[src/rtl/rtsc_pkg.sv]
// Package of the ratiometric temperature sensor chain: field widths,
// fixed constants, register indexes and controller/datapath handshake types.
// No dependencies.
package rtsc_pkg;

    localparam int BG_CODE_W   = 12;
    localparam int SENS_CODE_W = 12;
    localparam int WEIGHT_W    = 9;
    localparam int BGMV_W      = 11;
    localparam int MV_W        = 16;
    localparam int TEMP_W      = 10;
    localparam int ACC_W       = 11;
    localparam int CFG_IDX_W   = 2;
    localparam int CFG_DATA_W  = 11;

    // Effective filter weight holds up to 2^12.
    localparam int PEFF_W      = 13;
    // Width of the filter's weighted sum before the final shift.
    localparam int FILT_W      = 28;
    localparam int VCLAMP_W    = 11;
    localparam int DIFF_MV_W   = 9;
    localparam int LIN_W       = 15;
    localparam int RECIP_W     = 30;

    localparam logic [WEIGHT_W-1:0]  WEIGHT_RESET = 9'd50;
    localparam logic [BGMV_W-1:0]    BGMV_RESET   = 11'd1212;
    localparam logic [BG_CODE_W-1:0] MIN_BG_CODE  = 12'd100;
    localparam logic [VCLAMP_W-1:0]  MV_HIGH      = 11'd1088;
    localparam logic [VCLAMP_W-1:0]  MV_LOW       = 11'd760;
    localparam logic [LIN_W-1:0]     SLOPE_NUM    = 15'd75;
    localparam logic [TEMP_W-1:0]    TEMP_OFFSET  = 10'd100;

    // floor(x / 41) == (x * 25576) >> 20 for every x up to 328 * 75.
    localparam logic [RECIP_W-1:0]   RECIP_41     = 30'd25576;
    localparam int                   RECIP_SHIFT  = 20;

    localparam logic [CFG_IDX_W-1:0] CFG_FILTER_WEIGHT = 2'd0;
    localparam logic [CFG_IDX_W-1:0] CFG_BANDGAP_MV    = 2'd1;

    typedef struct packed {
        logic load_in;
        logic div_step;
        logic sat;
        logic sens;
        logic lin;
        logic temp;
        logic filt;
        logic load_out;
    } rtsc_cmd_t;

    typedef struct packed {
        logic div_last;
    } rtsc_stat_t;

endpackage

[src/rtl/rtsc_ctrl.sv]
// Sequencer of the temperature chain: steps the datapath through one item
// and owns the input ready and the output valid. Depends on rtsc_pkg.
module rtsc_ctrl (
    input  logic                aclk,
    input  logic                aresetn,
    input  logic                s_valid,
    output logic                s_ready,
    output logic                m_valid,
    input  logic                m_ready,
    output rtsc_pkg::rtsc_cmd_t cmd,
    input  rtsc_pkg::rtsc_stat_t stat
);
    import rtsc_pkg::*;

    typedef enum logic [2:0] {
        S_IDLE, S_DIV, S_SAT, S_SENS, S_LIN, S_TEMP, S_FILT, S_LOAD
    } state_t;

    state_t state_reg, state_next;
    logic   m_valid_reg, m_valid_next;
    logic   out_free;

    assign out_free = !m_valid_reg || m_ready;
    assign s_ready  = (state_reg == S_IDLE);
    assign m_valid  = m_valid_reg;

    always_comb begin
        state_next = state_reg;
        cmd        = '0;
        case (state_reg)
            S_IDLE: begin
                if (s_valid) begin
                    cmd.load_in = 1'b1;
                    state_next  = S_DIV;
                end
            end
            S_DIV: begin
                cmd.div_step = 1'b1;
                if (stat.div_last) begin
                    state_next = S_SAT;
                end
            end
            S_SAT: begin
                cmd.sat    = 1'b1;
                state_next = S_SENS;
            end
            S_SENS: begin
                cmd.sens   = 1'b1;
                state_next = S_LIN;
            end
            S_LIN: begin
                cmd.lin    = 1'b1;
                state_next = S_TEMP;
            end
            S_TEMP: begin
                cmd.temp   = 1'b1;
                state_next = S_FILT;
            end
            S_FILT: begin
                cmd.filt   = 1'b1;
                state_next = S_LOAD;
            end
            S_LOAD: begin
                // Hold the finished result until the output register frees up.
                if (out_free) begin
                    cmd.load_out = 1'b1;
                    state_next   = S_IDLE;
                end
            end
            default: begin
                state_next = S_IDLE;
            end
        endcase
    end

    always_comb begin
        if (cmd.load_out) begin
            m_valid_next = 1'b1;
        end else if (m_valid_reg && m_ready) begin
            m_valid_next = 1'b0;
        end else begin
            m_valid_next = m_valid_reg;
        end
    end

    always_ff @(posedge aclk) begin
        if (!aresetn) begin
            state_reg   <= S_IDLE;
            m_valid_reg <= 1'b0;
        end else begin
            state_reg   <= state_next;
            m_valid_reg <= m_valid_next;
        end
    end

endmodule

[src/rtl/rtsc_datapath.sv]
// Datapath of the temperature chain: configuration registers, restoring
// divider for the supply, scaling, linear map and low-pass filter.
// Depends on rtsc_pkg; driven by rtsc_ctrl.
module rtsc_datapath #(
    parameter int FILTER_SHIFT = 8,
    parameter int ADC_BITS     = 12
) (
    input  logic                                  aclk,
    input  logic                                  aresetn,
    input  logic                                  cfg_valid,
    input  logic [rtsc_pkg::CFG_IDX_W-1:0]        cfg_index,
    input  logic [rtsc_pkg::CFG_DATA_W-1:0]       cfg_data,
    input  logic [rtsc_pkg::BG_CODE_W-1:0]        s_bandgap_code,
    input  logic [rtsc_pkg::SENS_CODE_W-1:0]      s_sensor_code,
    input  rtsc_pkg::rtsc_cmd_t                   cmd,
    output rtsc_pkg::rtsc_stat_t                  stat,
    output logic [rtsc_pkg::MV_W-1:0]             m_supply_mv,
    output logic [rtsc_pkg::MV_W-1:0]             m_sensor_mv,
    output logic signed [rtsc_pkg::TEMP_W-1:0]    m_raw_temp,
    output logic signed [rtsc_pkg::TEMP_W-1:0]    m_filtered_temp
);
    import rtsc_pkg::*;

    localparam int NUM_W   = ADC_BITS + BGMV_W;
    localparam int CNT_W   = $clog2(NUM_W);
    localparam logic [CNT_W-1:0] CNT_LAST = CNT_W'(NUM_W - 1);
    localparam int SPROD_W = SENS_CODE_W + MV_W;
    localparam logic [PEFF_W-1:0] UNIT = PEFF_W'(1) << FILTER_SHIFT;

    // Configuration.
    logic [WEIGHT_W-1:0]    weight_reg;
    logic [BGMV_W-1:0]      bgmv_reg;

    // Divider.
    logic [NUM_W-1:0]       quo_reg, quo_next;
    logic [BG_CODE_W-1:0]   rem_reg, rem_next;
    logic [BG_CODE_W-1:0]   div_reg;
    logic [CNT_W-1:0]       cnt_reg;
    logic [BG_CODE_W:0]     rem_sh;
    logic [BG_CODE_W+1:0]   trial;
    logic [NUM_W-1:0]       numerator;

    // Following stages.
    logic [SENS_CODE_W-1:0] sc_reg;
    logic [MV_W-1:0]        supply_reg;
    logic [MV_W-1:0]        smv_reg;
    logic [LIN_W-1:0]       lin_reg;
    logic [TEMP_W-1:0]      raw_reg;
    logic signed [ACC_W-1:0] acc_reg, acc_next;

    logic [SPROD_W-1:0]     sprod, sshift;
    logic [VCLAMP_W-1:0]    vclamp;
    logic [DIFF_MV_W-1:0]   dmv;
    logic [RECIP_W-1:0]     tprod;
    logic [TEMP_W-1:0]      quot41;
    logic [PEFF_W-1:0]      p_eff;
    logic signed [ACC_W:0]  diff;
    logic signed [PEFF_W+ACC_W+1:0] fprod;
    logic signed [FILT_W-1:0] fsum;

    // (2^ADC_BITS - 1) * bgmv as a shift and a subtract.
    assign numerator = (NUM_W'(bgmv_reg) << ADC_BITS) - NUM_W'(bgmv_reg);

    always_comb begin
        rem_sh = {rem_reg, quo_reg[NUM_W-1]};
        trial  = {1'b0, rem_sh} - {2'b00, div_reg};
        if (!trial[BG_CODE_W+1]) begin
            rem_next = trial[BG_CODE_W-1:0];
            quo_next = {quo_reg[NUM_W-2:0], 1'b1};
        end else begin
            rem_next = rem_sh[BG_CODE_W-1:0];
            quo_next = {quo_reg[NUM_W-2:0], 1'b0};
        end
    end

    assign stat.div_last = (cnt_reg == CNT_LAST);

    assign sprod  = SPROD_W'(sc_reg) * SPROD_W'(supply_reg);
    assign sshift = sprod >> ADC_BITS;

    always_comb begin
        if (smv_reg > MV_W'(MV_HIGH)) begin
            vclamp = MV_HIGH;
        end else if (smv_reg < MV_W'(MV_LOW)) begin
            vclamp = MV_LOW;
        end else begin
            vclamp = smv_reg[VCLAMP_W-1:0];
        end
    end
    assign dmv = DIFF_MV_W'(MV_HIGH - vclamp);

    assign tprod  = RECIP_W'(lin_reg) * RECIP_41;
    assign quot41 = tprod[RECIP_SHIFT+TEMP_W-1:RECIP_SHIFT];

    // Filter written as a + p * (x - a) / 2^N, which equals the weighted sum.
    assign p_eff = (PEFF_W'(weight_reg) > UNIT) ? UNIT : PEFF_W'(weight_reg);
    assign diff  = (ACC_W+1)'($signed(raw_reg)) - (ACC_W+1)'(acc_reg);
    assign fprod = $signed({1'b0, p_eff}) * diff;
    assign fsum  = (FILT_W'(acc_reg) <<< FILTER_SHIFT) + FILT_W'(fprod);
    assign acc_next = ACC_W'(fsum >>> FILTER_SHIFT);

    always_ff @(posedge aclk) begin
        if (!aresetn) begin
            weight_reg <= WEIGHT_RESET;
            bgmv_reg   <= BGMV_RESET;
            acc_reg    <= '0;
            cnt_reg    <= '0;
        end else begin
            if (cfg_valid) begin
                case (cfg_index)
                    CFG_FILTER_WEIGHT: weight_reg <= cfg_data[WEIGHT_W-1:0];
                    CFG_BANDGAP_MV:    bgmv_reg   <= cfg_data[BGMV_W-1:0];
                    default: ;
                endcase
            end
            if (cmd.load_in) begin
                cnt_reg <= '0;
            end else if (cmd.div_step) begin
                cnt_reg <= cnt_reg + 1'b1;
            end
            if (cmd.filt) begin
                acc_reg <= acc_next;
            end
        end
    end

    always_ff @(posedge aclk) begin
        if (cmd.load_in) begin
            quo_reg <= numerator;
            rem_reg <= '0;
            div_reg <= (s_bandgap_code < MIN_BG_CODE) ? MIN_BG_CODE : s_bandgap_code;
            sc_reg  <= s_sensor_code;
        end else if (cmd.div_step) begin
            quo_reg <= quo_next;
            rem_reg <= rem_next;
        end
        if (cmd.sat) begin
            supply_reg <= (|quo_reg[NUM_W-1:MV_W]) ? '1 : quo_reg[MV_W-1:0];
        end
        if (cmd.sens) begin
            smv_reg <= (|sshift[SPROD_W-1:MV_W]) ? '1 : sshift[MV_W-1:0];
        end
        if (cmd.lin) begin
            lin_reg <= LIN_W'(dmv) * SLOPE_NUM;
        end
        if (cmd.temp) begin
            raw_reg <= quot41 - TEMP_OFFSET;
        end
        if (cmd.load_out) begin
            m_supply_mv     <= supply_reg;
            m_sensor_mv     <= smv_reg;
            m_raw_temp      <= $signed(raw_reg);
            m_filtered_temp <= acc_reg[TEMP_W-1:0];
        end
    end

endmodule

[src/rtl/ratiometric_temp_sensor_chain_top.sv]
// Top level of the ratiometric temperature sensor chain.
// Depends on rtsc_pkg, rtsc_ctrl and rtsc_datapath.
//
// Usage:
//   Input channel (s_valid/s_ready) takes one bandgap code and one sensor
//   code per transfer. Result channel (m_valid/m_ready) returns the supply
//   and sensor millivolts, the raw temperature and the filtered temperature
//   in tenths of a degree, one result per input.
//   Configuration channel (cfg_valid/cfg_ready, always ready) writes the
//   filter weight (index 0) or the bandgap millivolts (index 1); other
//   indexes are dropped. Write it only while the block is idle.
//   The supply division runs through a restoring divider at one quotient
//   bit per cycle, followed by six steps: saturation, sensor scaling,
//   linear map, temperature offset, filter and output load. A new item
//   is taken only once the previous one is in the output register.
//   s_ready is high only while no item is in work; a finished result sits
//   in the output register, and the next item may be taken meanwhile.
//   If the receiver stalls, the following result waits in the datapath
//   and no further input is taken until the output register frees up.
//   Reset (aresetn low, synchronous) clears the filter state to zero and
//   restores the weight to 50 and the bandgap voltage to 1212 mV.
module ratiometric_temp_sensor_chain_top #(
    parameter int FILTER_SHIFT = 8,
    parameter int ADC_BITS     = 12
) (
    input  logic                               aclk,
    input  logic                               aresetn,
    input  logic                               cfg_valid,
    output logic                               cfg_ready,
    input  logic [rtsc_pkg::CFG_IDX_W-1:0]     cfg_index,
    input  logic [rtsc_pkg::CFG_DATA_W-1:0]    cfg_data,
    input  logic                               s_valid,
    output logic                               s_ready,
    input  logic [rtsc_pkg::BG_CODE_W-1:0]     s_bandgap_code,
    input  logic [rtsc_pkg::SENS_CODE_W-1:0]   s_sensor_code,
    output logic                               m_valid,
    input  logic                               m_ready,
    output logic [rtsc_pkg::MV_W-1:0]          m_supply_mv,
    output logic [rtsc_pkg::MV_W-1:0]          m_sensor_mv,
    output logic signed [rtsc_pkg::TEMP_W-1:0] m_raw_temp,
    output logic signed [rtsc_pkg::TEMP_W-1:0] m_filtered_temp
);
    import rtsc_pkg::*;

    rtsc_cmd_t  cmd;
    rtsc_stat_t stat;

    assign cfg_ready = 1'b1;

    rtsc_ctrl u_ctrl (
        .aclk    (aclk),
        .aresetn (aresetn),
        .s_valid (s_valid),
        .s_ready (s_ready),
        .m_valid (m_valid),
        .m_ready (m_ready),
        .cmd     (cmd),
        .stat    (stat)
    );

    rtsc_datapath #(
        .FILTER_SHIFT (FILTER_SHIFT),
        .ADC_BITS     (ADC_BITS)
    ) u_dp (
        .aclk            (aclk),
        .aresetn         (aresetn),
        .cfg_valid       (cfg_valid),
        .cfg_index       (cfg_index),
        .cfg_data        (cfg_data),
        .s_bandgap_code  (s_bandgap_code),
        .s_sensor_code   (s_sensor_code),
        .cmd             (cmd),
        .stat            (stat),
        .m_supply_mv     (m_supply_mv),
        .m_sensor_mv     (m_sensor_mv),
        .m_raw_temp      (m_raw_temp),
        .m_filtered_temp (m_filtered_temp)
    );

endmodule

[config.mk]
export PLATFORM = sky130hd
export DESIGN_NAME = ratiometric_temp_sensor_chain_top
export DESIGN_NICKNAME = d
export VERILOG_FILES = /design/src/rtl/rtsc_pkg.sv /design/src/rtl/rtsc_ctrl.sv /design/src/rtl/rtsc_datapath.sv /design/src/rtl/ratiometric_temp_sensor_chain_top.sv
export SDC_FILE = /design/constraint.sdc
export NUM_CORES = 1
export LEC_CHECK = 0
export BUFFER_PORTS_ARGS = -buffer_cell sky130_fd_sc_hd__buf_2
export CORE_ASPECT_RATIO = 0.6
export CORE_MARGIN = 2
export CORE_UTILIZATION = 58
export DETAILED_ROUTE_END_ITERATION = 6
export GPL_TIMING_DRIVEN = 0
export HOLD_SLACK_MARGIN = 0.12
export PLACE_DENSITY = 0.79
export REMOVE_ABC_BUFFERS = 1
export SLEW_MARGIN = 5
export SYNTH_ARGS = -nofsm -noshare
export SYNTH_HDL_FRONTEND = slang
export SYNTH_SLANG_ARGS = --single-unit
[constraint.sdc]
create_clock -name aclk -period 7.2 [get_ports aclk]
set_input_delay 1.44 -clock aclk [delete_from_list [all_inputs] [get_ports aclk]]
set_output_delay 1.44 -clock aclk [all_outputs]
set_load 0.1 [all_outputs]
==> implementation parameters, run 1 <==
Parameter                              Value

Synthesis
  Sequential cell area fraction in the yosys report ... 25.1%
  Number of flops mapped to enable cells by yosys ... 156
  Number of distinct library cell variants in the gate-level netlist after synthesis ... 78
  Area of the mapped netlist ... 0.0228 mm^2
  Number of flip-flops and latches in the synthesized netlist ... 208
  Most frequent cells after synthesis ... 449 x sky130_fd_sc_hd__inv_1, 310 x sky130_fd_sc_hd__fa_1, 272 x sky130_fd_sc_hd__ha_1, 268 x sky130_fd_sc_hd__nand2_1, 156 x sky130_fd_sc_hd__edfxtp_1
  Cell taking the most area after synthesis ... sky130_fd_sc_hd__fa_1
  Number of instances in the synthesized netlist ... 2276
  Proportion of register bits with asynchronous set or reset after synthesis ... 0%
  Number of warnings reported in the yosys synthesis log ... 0
  Fraction of post-synthesis cell area in the top cell type by area ... 27.2%
  Area contributors post-synth ... sky130_fd_sc_hd__fa_1 27%, sky130_fd_sc_hd__edfxtp_1 21%, sky130_fd_sc_hd__ha_1 15%
  Most frequent cell after synthesis ... sky130_fd_sc_hd__inv_1
  Mean post-synth cell area ... 10.0 um^2
  Main flop type after synthesis ... sky130_fd_sc_hd__edfxtp_1

STA
  Setup skew after layout ... 0.0279 ns
  Time the worst path needs with I/O delays and setup ... 7.05 ns
  Maximum operating frequency ... 0.142 GHz
  Count of final setup violators ... 0
  Final Hold Fails ... 0
  Headroom to the max-slew limit ... 15.8%
  Slew at the pin closest to its max-slew limit ... 1.26 ns
  Max-slew violations ... 0
  Sum of negative setup slack ... 0 ns
  Final cycle utilization of the critical path ... 97.9%

Setup path
  Arrival @ worst endpoint ... 7.44 ns
  Largest fanout on the critical path ... 4
  Critical Path RT ... 7.60 ns
  Kind of critical path ... flip-flop to flip-flop
  Most common cell on crit path ... sky130_fd_sc_hd__fa_1
  Delay of the slowest cell on the worst path ... 0.55 ns
  CP startpoint kind ... flip-flop
  Worst path cell trace ... ha_1 > nor2b_1 > o21ai_2 > a21boi_2 > o21ai_4 > a211oi_4 > nor3_2 > xor2_1 > nor2_1 > fa_1 > inv_1 > fa_1 > fa_1 > fa_1 > fa_1 > inv_1 > ha_1 > and3_4 > a211o_4 > a31oi_1 > nor2b_1 > nor2_1 > xor2_1 > o31ai_1
  Cell with the largest stage delay on the worst path ... sky130_fd_sc_hd__fa_1
  Critical path endpoint category ... flip-flop

Floorplanning
  Initial core utilization ... 58.6%
  Count of standard-cell rows ... 56
  Die height ... 158 um
  Top-Level Pins ... 97
  Total core area ... 0.0389 mm^2
  Die Width ... 260 um
  Die area ... 0.0410 mm^2

Detailed routing
  Detail-routed net length per standard cell ... 17.4 um
  Total DRC errors in the routed layout ... 0
  Routed wire length ... 50.3 mm
  Via count ... 15900
  Mean number of vias per cell ... 5.50
  Remaining antenna violation count ... 0
  Number of design-rule violations left by the first detailed-router iteration ... 1235
  TritonRoute pass-1 iters ... 6

Clock tree
  TritonCTS Sinks ... 208
  Clock insertion delay at the later pin of the skew report ... 0.55 ns
  Root buffer selected by CTS ... sky130_fd_sc_hd__clkbuf_16
  Clock tree from TritonCTS ... done
  Clock slew seen by the registers of the worst setup and hold paths ... 0.09 ns
  # H-tree levels ... 1
  Bufs on Longest Clock Path ... 3
  Num CTS Buffers ... 21
  CTS Hold Buffers Added ... 0

Layout
  Final core utilization ... 64.1%
  Number of fill cells in the layout ... 3060
  Multi-input gate area in the final layout ... 0.0155 mm^2
  Number of flip-flops in the largest register ... 23
  Number of nets in the finished design ... 2977
  Share of layout cells above drive strength 1 ... 10.8%
  Register Area ... 0.00573 mm^2
  Post-synthesis to final-layout area growth ... 9.35%
  # diodes ... 0

GRT
  Via count of the first global-routing pass ... 16700
  Number of antenna violations at the first check in global routing ... 0
  Leftover overflow at the end of global routing ... 0
  Global-route usage over all layers ... 25.1%
  Maximum number of pins on one net before global-route repair ... 44
  Global-route wire length before repair ... 81.9 mm

Power
  Total power density per cell area ... 141 mW/mm^2
  Largest vdd supply drop ... 0.000141 V
  Power Total ... 3530 uW
  Static leakage ... 0.0121 uW

Hold path
  Worst hold path type ... flip-flop to flip-flop

Status
  Result of the run ... finished clean

Placement
  Count of input and output buffers ... 95
  HPWL reported at the end of detailed placement ... 39.0 mm
  Global placer's final weighted congestion ... 0.899

Run
  Maximum Capacitance Violations ... 0
[where the power goes]
part	total, uW	switching [uW]	leakage, uW	internal (uW)
Combinational	991	557	0.00988	434
Clock	1110	525	0.000324	585
Sequential	1420	66.9	0.00189	1360
Total	3530	1150	0.0121	2380
[cells by family (layout without fill, tap and decap cells)]
group,after synthesis,after routing,synth area share [%]
xor+xnor,92,92,3.59
simple gates,640,640,13.2
mux,24,24,1.09
flops,208,208,25.1
buf+inv,517,609,8.55
other cells,1,1,0.0164
fa+ha+maj,582,582,42.1
compound gates,212,212,6.30
[timing repair]
item | 4_1_cts | 5_1_grt
gates resized for setup | 24 | 46
pin swaps | 6 | 38
setup endpoints to repair | 7 | 8
buffers inserted | 6 | 17
[cell type report]
cell class / count / share of cell area (%)
repair buffers: 122 / 2.83
flip-flops and latches: 208 / 23.0
clock inverters: 14 / 0.502
multi-input cells: 1551 / 62.2
clock buffers: 24 / 2.15
inverters: 449 / 6.76
well taps: 522 / 2.62
[metal layers]
metal	routed length (um)	up-vias	global-route usage, %	part of all wire, %
met4	1190	0	6.51	2.4
met3	3630	88	5.08	7.2
li1	-	7376	-	-
met1	22300	7894	34.7	44
met2	23200	536	40.7	46
met5	0	-	0	0
[placed cells by master (no fill, tap or decap), drive strengths merged, types with 6 or more instances in the layout]
master,instances
a211oi,7
a21boi,10
a21o,20
a21oi,56
a31oi,6
and2,75
and3,8
buf,122
clkbuf,24
clkinv,7
dfxtp,52
edfxtp,156
fa,310
ha,272
inv,454
mux2i,21
nand2,268
nand2b,28
nand3,22
nor2,129
nor2b,29
nor3,23
o21a,15
o21ai,49
o31ai,12
or2,23
xnor2,55
xor2,36
[through the flow]
| step | worst slack [ns] | hold slack, ns | instances | cell area [um^2] |
|---|---|---|---|---|
| final | 0.154 | 0.463 | 2890 | 24900 |
| after global routing | -0.0541 | 0.473 | 2890 | 24900 |
| after CTS | 0.000554 | 0.466 | 2873 | 24600 |
| after detailed placement | -0.938 | 0.445 | 2829 | 23700 |
| after global placement | -0.716 | 0.444 | 2825 | 23700 |
| after floorplan | 0.390 | 0.426 | 2208 | 22500 |
[worst paths after layout]
check	from	endpoint	slack (ns)	depth (start not counted)
max	u_dp.raw_reg[1]$_DFFE_PP_	u_dp.acc_reg[9]$_SDFFE_PN0P_	0.15	24
min	u_dp.smv_reg[12]$_DFFE_PN_	u_dp.m_sensor_mv[12]$_DFFE_PP_	0.46	0
max reg2reg	u_dp.raw_reg[1]$_DFFE_PP_	u_dp.acc_reg[9]$_SDFFE_PN0P_	0.15	24
min reg2reg	u_dp.smv_reg[12]$_DFFE_PN_	u_dp.m_sensor_mv[12]$_DFFE_PP_	0.46	0
[critical path: cells and delay by family, from the launching register on]
| kind | cells | cell delay [ns] |
|---|---|---|
| simple gates | 6 | 1.07 |
| compound gates | 7 | 1.39 |
| xor+xnor | 2 | 0.67 |
| flops | 1 | 0.46 |
| buf+inv | 2 | 0.11 |
| fa+ha+maj | 7 | 3.21 |
Note: power is estimated with default switching activity, not from simulation.
==> run 2: changes to the inputs <==
--- a/config.mk
+++ b/config.mk
@@ -13,7 +13,6 @@
 export GPL_TIMING_DRIVEN = 0
 export HOLD_SLACK_MARGIN = 0.12
 export PLACE_DENSITY = 0.79
-export REMOVE_ABC_BUFFERS = 1
 export SLEW_MARGIN = 5
 export SYNTH_ARGS = -nofsm -noshare
 export SYNTH_HDL_FRONTEND = slang
==> run 2 against run 1 <==
  * Combinational power barely moved
  * Largest power group unchanged
  * Setup slack improved by 0.15 ns
  * Clock skew rose by 0.0021 ns
  * Critical path depth rose by 1
==> implementation parameters, run 2 (same netlist as run 1, synthesis figures left out) <==
Parameter                              Value

Status
  Result of the run ... finished clean (unchanged)

STA
  Final worst setup slack ... 0.304 ns (was 0.154 ns)
  Time the worst path needs with I/O delays and setup ... 6.90 ns (was 7.05 ns)
  Setup skew after layout ... 0.0301 ns (was 0.0279 ns)
  Final Hold Fails ... 0 (unchanged)
  Slew at the pin closest to its max-slew limit ... 1.22 ns (was 1.26 ns)
  Headroom to the max-slew limit ... 18.3% (was 15.8%)
  Count of final setup violators ... 0 (unchanged)
  Max-slew violations ... 0 (unchanged)
  Final cycle utilization of the critical path ... 95.8% (was 97.9%)
  Maximum operating frequency ... 0.145 GHz (was 0.142 GHz)

Clock tree
  CTS Hold Buffers Added ... 0 (unchanged)
  Clock slew seen by the registers of the worst setup and hold paths ... 0.06 ns (was 0.09 ns)
  Clock tree from TritonCTS ... done (unchanged)
  Num CTS Buffers ... 22 (was 21)
  Clock insertion delay at the later pin of the skew report ... 0.55 ns (about the same)
  # H-tree levels ... 1 (unchanged)
  TritonCTS Sinks ... 208 (unchanged)
  Root buffer selected by CTS ... sky130_fd_sc_hd__clkbuf_16 (unchanged)
  Bufs on Longest Clock Path ... 3 (unchanged)

Setup path
  Reg2reg path depth ... 25 (was 24)
  Minimum setup slack among reg-to-reg paths ... 0.30 ns (was 0.15 ns)
  CP startpoint kind ... flip-flop (unchanged)
  Critical Path RT ... 7.61 ns (was 7.60 ns)
  Reg-to-Reg End ... u_dp.acc_reg[9]$_SDFFE_PN0P_ (unchanged)
  Launching element of the worst setup path ... u_dp.raw_reg[1]$_DFFE_PP_ (unchanged)
  Kind of critical path ... flip-flop to flip-flop (unchanged)
  Largest fanout on the critical path ... 5 (was 4)
  Arrival @ worst endpoint ... 7.31 ns (was 7.44 ns)
  Critical path endpoint category ... flip-flop (unchanged)
  Crit Reg-Reg Startpoint ... u_dp.raw_reg[1]$_DFFE_PP_ (unchanged)

Floorplanning
  Die area ... 0.0410 mm^2 (unchanged)
  Die height ... 158 um (unchanged)
  Top-Level Pins ... 97 (unchanged)
  Die Width ... 260 um (unchanged)
  Initial core utilization ... 58.6% (unchanged)
  Count of standard-cell rows ... 56 (unchanged)
  Total core area ... 0.0389 mm^2 (unchanged)

Placement
  Placed standard-cell area ... 0.0240 mm^2 (was 0.0237 mm^2)
  Count of input and output buffers ... 95 (unchanged)
  Placed cell count ... 2897 (was 2829)
  Place WS ... -0.809 ns (was -0.938 ns)
  Global placer's final weighted congestion ... 0.942 (was 0.899)
  HPWL reported at the end of detailed placement ... 41.2 mm (was 39.0 mm)

Power
  Combinational Power Share ... 27.3% (was 28.1%)
  Int Power ... 2540 uW (was 2380 uW)
  Static leakage ... 0.0122 uW (was 0.0121 uW)
  Total power density per cell area ... 146 mW/mm^2 (was 141 mW/mm^2)
  Power Total ... 3680 uW (was 3530 uW)
  Largest vdd supply drop ... 0.000250 V (was 0.000141 V)
  Share of power burned in the clock network ... 34.3% (was 31.5%)
  Switching part of the total ... 30.9% (was 32.6%)
  Net switching power ... 1140 uW (was 1150 uW)
  Fraction of power consumed by sequential logic ... 38.4% (was 40.4%)

Layout
  Number of nets in the finished design ... 3037 (was 2977)
  Most common library cell in the layout ignoring fill and taps ... sky130_fd_sc_hd__inv_1 (unchanged)
  # diodes ... 0 (unchanged)
  Number of flip-flops in the largest register ... 23 (unchanged)
  Cell area after layout ... 0.0252 mm^2 (was 0.0249 mm^2)
  Non-filler instance count after layout ... 2950 (was 2890)
  Leading cell types in the layout, fill and taps excluded ... 449 x sky130_fd_sc_hd__inv_1, 308 x sky130_fd_sc_hd__fa_1, 270 x sky130_fd_sc_hd__ha_1 (was 448 x sky130_fd_sc_hd__inv_1, 308 x sky130_fd_sc_hd__fa_1, 266 x sky130_fd_sc_hd__ha_1)
  Post-synthesis to final-layout area growth ... 10.7% (was 9.35%)
  Share of layout cells above drive strength 1 ... 9.88% (was 10.8%)
  Number of fill cells in the layout ... 3060 (unchanged)

Detailed routing
  Mean number of vias per cell ... 5.47 (was 5.50)
  Remaining antenna violation count ... 0 (unchanged)
  Total DRC errors in the routed layout ... 0 (unchanged)
  Via count ... 16100 (was 15900)
  Detail-routed net length per standard cell ... 17.2 um (was 17.4 um)
  Routed wire length ... 50.9 mm (was 50.3 mm)
  Number of design-rule violations left by the first detailed-router iteration ... 1100 (was 1235)
  TritonRoute pass-1 iters ... 5 (was 6)

GRT
  Global-route usage over all layers ... 26.2% (was 25.1%)
  Number of antenna violations at the first check in global routing ... 0 (unchanged)
  Maximum number of pins on one net before global-route repair ... 31 (was 44)
  Leftover overflow at the end of global routing ... 0 (unchanged)
  Via count of the first global-routing pass ... 17000 (was 16700)
  Global-route wire length before repair ... 84.6 mm (was 81.9 mm)

Hold path
  Depth of the worst hold-timing path ... 0 (unchanged)
  Startpoint of the worst hold path ... u_dp.smv_reg[14]$_DFFE_PN_ (was u_dp.smv_reg[12]$_DFFE_PN_)
  WHS Endpoint ... u_dp.m_sensor_mv[14]$_DFFE_PP_ (was u_dp.m_sensor_mv[12]$_DFFE_PP_)
  Worst hold path type ... flip-flop to flip-flop (unchanged)

Synthesis
  Net count of the mapped netlist ... 2900

Run
  Maximum Capacitance Violations ... 0 (unchanged)
-- run 2: cell count changes in the layout (fill, tap and decap cells not counted), moves of 3 or more --
cell	delta
sky130_fd_sc_hd__nand2_1	+3
sky130_fd_sc_hd__nand2_2	-3
sky130_fd_sc_hd__clkbuf_1	+63
sky130_fd_sc_hd__buf_4	-6
sky130_fd_sc_hd__bufinv_16	+4
sky130_fd_sc_hd__ha_1	+4
-- run 2: layer usage --
metal	track usage (%)	vias up	part of all wire, %
met1	37.3	7967	45
li1	-	7483	-
met4	6.43	0	2.2
met3	5.49	89	8.3
met2	41.2	587	45
met5	0	-	0
-- run 2: power by group through the flow --
stage	Combinational [uW]	Sequential (uW)	Clock (uW)
2_1_floorplan	744	1410	0
3_3_place_gp	905	1430	0
3_5_place_dp	954	1430	0
4_1_cts	971	1410	1280
5_1_grt	1130	1420	1330
6_report	1000	1410	1260
-- run 2: cell type report --
type	count	area (um^2)	share of cell area (%)
plain buffers	67	260	1.03
clock buffers	26	566	2.24
clock inverters	13	228	0.902
inverters	449	1690	6.68
multi-input cells	1551	15500	61.3
flip-flops and latches	208	5730	22.7
well taps	522	653	2.59
repair buffers	114	658	2.61
-- run 2: metrics by stage --
step	hold slack [ns]	util (%)	setup TNS, ns
2_1_floorplan	0.426	-	0
3_3_place_gp	0.441	61.6	-1.36
3_5_place_dp	0.444	61.8	-2.45
4_1_cts	0.459	64.1	0
5_1_grt	0.465	64.9	-0.0736
6_report	0.458	64.9	0
-- run 2: worst max-delay path, cell delays in order (launching register included) --
cell and delay [ns]:
sky130_fd_sc_hd__edfxtp_1 0.46, sky130_fd_sc_hd__ha_1 0.30, sky130_fd_sc_hd__nor2b_1 0.15, sky130_fd_sc_hd__o21ai_2 0.19
sky130_fd_sc_hd__a21boi_2 0.12, sky130_fd_sc_hd__o21ai_4 0.26, sky130_fd_sc_hd__a211oi_4 0.12, sky130_fd_sc_hd__o31ai_2 0.28
sky130_fd_sc_hd__a31oi_2 0.14, sky130_fd_sc_hd__nand2b_2 0.25, sky130_fd_sc_hd__inv_1 0.12, sky130_fd_sc_hd__fa_2 0.53
sky130_fd_sc_hd__fa_1 0.60, sky130_fd_sc_hd__fa_1 0.46, sky130_fd_sc_hd__fa_1 0.55, sky130_fd_sc_hd__inv_1 0.05
sky130_fd_sc_hd__fa_1 0.53, sky130_fd_sc_hd__inv_1 0.05, sky130_fd_sc_hd__ha_1 0.22, sky130_fd_sc_hd__or3_1 0.37
sky130_fd_sc_hd__a211o_4 0.33, sky130_fd_sc_hd__a31oi_4 0.20, sky130_fd_sc_hd__nor2b_1 0.06, sky130_fd_sc_hd__nor2_1 0.15
sky130_fd_sc_hd__xor2_1 0.21, sky130_fd_sc_hd__o31ai_1 0.08
-- run 2: timing repair --
action	in CTS	in global routing
setup endpoints to repair	6	7
endpoints found under the hold margin	0	0
gates resized for setup	17	38
pin swaps	4	16
buffers inserted	5	10
gates cloned	0	0
-- run 2: worst max-delay path by stage --
stage / cells past startpoint / to
6_report: 25 / u_dp.acc_reg[9]$_SDFFE_PN0P_
5_1_grt: 29 / u_dp.acc_reg[9]$_SDFFE_PN0P_
4_1_cts: 26 / u_dp.acc_reg[10]$_SDFFE_PN0P_
3_5_place_dp: 25 / u_dp.acc_reg[10]$_SDFFE_PN0P_
3_3_place_gp: 25 / u_dp.acc_reg[10]$_SDFFE_PN0P_
2_1_floorplan: 25 / u_dp.acc_reg[10]$_SDFFE_PN0P_
==> run 3: changes to the inputs <==
--- a/config.mk
+++ b/config.mk
@@ -13,6 +13,7 @@
 export GPL_TIMING_DRIVEN = 0
 export HOLD_SLACK_MARGIN = 0.12
 export PLACE_DENSITY = 0.79
+export SETUP_SLACK_MARGIN = 0.4
 export SLEW_MARGIN = 5
 export SYNTH_ARGS = -nofsm -noshare
 export SYNTH_HDL_FRONTEND = slang
==> constraint.sdc (replaced) <==
create_clock -name aclk -period 6.2 [get_ports aclk]
set_input_delay 1.24 -clock aclk [delete_from_list [all_inputs] [get_ports aclk]]
set_output_delay 1.24 -clock aclk [all_outputs]
set_load 0.1 [all_outputs]
==> run 3 against run 2 <==
  * Cell count rose by 4.7%
  * Sequential cell count did not move
  * Global-route usage rose by 2.5 points
  * Non-clock buffer count rose by 138
  * Largest power group unchanged
  * The flow now finishes with violations (setup timing)
==> implementation parameters, run 3 (same netlist as run 1, synthesis figures left out) <==
Parameter                              Value

Setup path
  Launching element of the worst setup path ... u_dp.acc_reg[2]$_SDFFE_PN0P_ (was u_dp.raw_reg[1]$_DFFE_PP_)
  Kind of critical path ... flip-flop to flip-flop (unchanged)
  Most common cell on crit path ... sky130_fd_sc_hd__fa_1 (unchanged)
  Crit Reg-Reg Startpoint ... u_dp.acc_reg[2]$_SDFFE_PN0P_ (was u_dp.raw_reg[1]$_DFFE_PP_)
  Delay of the slowest cell on the worst path ... 0.55 ns (was 0.60 ns)
  Minimum setup slack among reg-to-reg paths ... -0.60 ns (was 0.30 ns)
  Stages on worst setup path ... 25 (unchanged)
  Reg2reg path depth ... 25 (unchanged)
  Arrival @ worst endpoint ... 7.21 ns (was 7.31 ns)
  Crit path buf inv count ... 4 (was 3)
  Largest delay contributor family on the critical path ... adder cells (unchanged)
  CP startpoint kind ... flip-flop (unchanged)
  Reg-to-Reg End ... u_dp.acc_reg[9]$_SDFFE_PN0P_ (unchanged)
  Critical Path RT ... 6.61 ns (was 7.61 ns)
  Critical path endpoint category ... flip-flop (unchanged)
  Largest fanout on the critical path ... 4 (was 5)
  Cell with the largest stage delay on the worst path ... sky130_fd_sc_hd__or4_4 (was sky130_fd_sc_hd__fa_1)
  Worst setup path endpoint ... u_dp.acc_reg[9]$_SDFFE_PN0P_ (unchanged)

Detailed routing
  Number of design-rule violations left by the first detailed-router iteration ... 1215 (was 1100)
  Via count ... 17000 (was 16100)
  Total DRC errors in the routed layout ... 0 (unchanged)
  Remaining antenna violation count ... 0 (unchanged)
  Routed wire length ... 58.0 mm (was 50.9 mm)
  TritonRoute pass-1 iters ... 5 (unchanged)
  Mean number of vias per cell ... 5.50 (was 5.47)
  Detail-routed net length per standard cell ... 18.8 um (was 17.2 um)

Floorplanning
  Die Width ... 260 um (unchanged)
  Top-Level Pins ... 97 (unchanged)
  Initial core utilization ... 58.6% (unchanged)
  Total core area ... 0.0389 mm^2 (unchanged)
  Die area ... 0.0410 mm^2 (unchanged)
  Count of standard-cell rows ... 56 (unchanged)
  Die height ... 158 um (unchanged)

Layout
  Post-synthesis to final-layout area growth ... 20.5% (was 10.7%)
  Multi-input gate area in the final layout ... 0.0164 mm^2 (was 0.0155 mm^2)
  Number of nets in the finished design ... 3175 (was 3037)
  Register Area ... 0.00573 mm^2 (about the same)
  Cell area after layout ... 0.0275 mm^2 (was 0.0252 mm^2)
  # diodes ... 0 (unchanged)
  Share of layout cells above drive strength 1 ... 22.4% (was 9.88%)
  Most common library cell in the layout ignoring fill and taps ... sky130_fd_sc_hd__inv_1 (unchanged)
  Leading cell types in the layout, fill and taps excluded ... 411 x sky130_fd_sc_hd__inv_1, 297 x sky130_fd_sc_hd__fa_1, 253 x sky130_fd_sc_hd__nand2_1 (was 449 x sky130_fd_sc_hd__inv_1, 308 x sky130_fd_sc_hd__fa_1, 270 x sky130_fd_sc_hd__ha_1)
  Number of fill cells in the layout ... 2747 (was 3060)
  Number of flip-flops in the largest register ... 23 (unchanged)

GRT
  Via count of the first global-routing pass ... 17600 (was 17000)
  Maximum number of pins on one net before global-route repair ... 31 (unchanged)
  Global-route wire length before repair ... 91.6 mm (was 84.6 mm)
  Number of antenna violations at the first check in global routing ... 0 (unchanged)
  Global-route usage over all layers ... 28.6% (was 26.2%)
  Leftover overflow at the end of global routing ... 0 (unchanged)

Synthesis
  Net count of the mapped netlist ... 2900 (unchanged)

Placement
  HPWL reported at the end of detailed placement ... 42.5 mm (was 41.2 mm)
  Global placer's final weighted congestion ... 0.960 (was 0.942)
  Place WS ... -1.10 ns (was -0.809 ns)
  Count of input and output buffers ... 95 (unchanged)
  Placed standard-cell area ... 0.0242 mm^2 (was 0.0240 mm^2)

Status
  Failing checks ... setup timing
  Result of the run ... finished, violations left (was finished clean)

Power
  Combinational Power Share ... 32.0% (was 27.3%)
  Net switching power ... 1420 uW (was 1140 uW)
  Fraction of power consumed by sequential logic ... 37.0% (was 38.4%)
  Static leakage ... 0.0131 uW (was 0.0122 uW)
  Largest vdd supply drop ... 0.000172 V (was 0.000250 V)
  Total power density per cell area ... 161 mW/mm^2 (was 146 mW/mm^2)
  Int Power ... 3000 uW (was 2540 uW)
  Share of power burned in the clock network ... 31.0% (was 34.3%)
  Switching part of the total ... 32.1% (was 30.9%)

STA
  Final cycle utilization of the critical path ... 110% (was 95.8%)
  Final Hold Fails ... 0 (unchanged)
  Final worst setup slack ... -0.597 ns (was 0.304 ns)
  Headroom to the max-slew limit ... 18.7% (was 18.3%)
  Max-slew violations ... 0 (unchanged)
  Maximum operating frequency ... 0.147 GHz (was 0.145 GHz)
  RSZ-0062 raised after global routing ... yes
  Setup skew after layout ... 0.0360 ns (was 0.0301 ns)
  Slew at the pin closest to its max-slew limit ... 1.22 ns (about the same)
  Count of final setup violators ... 9 (was 0)
  Time the worst path needs with I/O delays and setup ... 6.80 ns (was 6.90 ns)

Clock tree
  CTS Hold Buffers Added ... 0 (unchanged)
  Clock slew seen by the registers of the worst setup and hold paths ... 0.07 ns (was 0.06 ns)
  TritonCTS Sinks ... 208 (unchanged)
  Root buffer selected by CTS ... sky130_fd_sc_hd__clkbuf_16 (unchanged)
  Clock insertion delay at the later pin of the skew report ... 0.56 ns (was 0.55 ns)
  Bufs on Longest Clock Path ... 3 (unchanged)
  Clock tree from TritonCTS ... done (unchanged)
  Num CTS Buffers ... 22 (unchanged)
  # H-tree levels ... 1 (unchanged)

Hold path
  Worst hold path type ... flip-flop to flip-flop (unchanged)

Run
  Maximum Capacitance Violations ... 0 (unchanged)
## run 3: power groups by stage
stage	combinational (uW)	sequential [uW]	clock [uW]
after floorplan	895	1640	0
after global placement	1100	1660	0
after detailed placement	1150	1660	0
after CTS	1290	1630	1390
after global routing	1580	1640	1440
final	1420	1630	1370
## run 3: what timing repair did
| item | 4_1_cts | 5_1_grt |
|---|---|---|
| endpoints found under the setup margin | 36 | 27 |
| gates cloned | 1 | 1 |
| pin swaps | 132 | 95 |
| resized for setup | 194 | 131 |
| buffers inserted | 102 | 49 |
## run 3: final cells by class
type,count,share of cell area [%]
flip-flops and latches,208,20.9
clock inverters,7,0.323
multi-input cells,1551,59.7
inverters,449,6.15
well taps,522,2.38
repair buffers,251,6.49
plain buffers,68,1.73
clock buffers,33,2.39
## run 3: how the worst min path moves through the flow
stage | from | cells after the start | endpoint | slack [ns]
finish | u_dp.acc_reg[6]$_SDFFE_PN0P_ | 0 | u_dp.m_filtered_temp[6]$_DFFE_PP_ | 0.47
global placement | u_dp.smv_reg[14]$_DFFE_PN_ | 0 | u_dp.m_sensor_mv[14]$_DFFE_PP_ | 0.44
CTS | u_dp.smv_reg[11]$_DFFE_PN_ | 0 | u_dp.m_sensor_mv[11]$_DFFE_PP_ | 0.46
detailed placement | u_dp.smv_reg[12]$_DFFE_PN_ | 0 | u_dp.m_sensor_mv[12]$_DFFE_PP_ | 0.44
global route | u_dp.smv_reg[11]$_DFFE_PN_ | 0 | u_dp.m_sensor_mv[11]$_DFFE_PP_ | 0.48
floorplan | u_dp.raw_reg[0]$_DFFE_PP_ | 0 | u_dp.m_raw_temp[0]$_DFFE_PP_ | 0.43
## run 3: layer usage
layer | part of all wire (%) | wire length, um | GRT usage [%] | vias to the layer above
met5 | 0 | 0 | 0 | -
met4 | 2.8 | 1650 | 6.98 | 0
met3 | 8.4 | 4850 | 5.64 | 107
met2 | 46 | 26800 | 45.9 | 652
met1 | 43 | 24700 | 40.4 | 8457
li1 | - | - | - | 7776
## run 3: stage by stage
stage / TNS (ns) / util, % / power [uW] / hold slack (ns) / cells
finish: -3.47 / 70.7 / 4420 / 0.466 / 3089
global route: -5.75 / 70.7 / 4660 / 0.475 / 3089
CTS: -2.36 / 68.4 / 4310 / 0.458 / 3039
detailed placement: -11.70 / 62.2 / 2820 / 0.441 / 2896
global placement: -9.34 / 62.0 / 2760 / 0.436 / 2893
floorplan: -0.0584 / - / 2540 / 0.426 / 2276
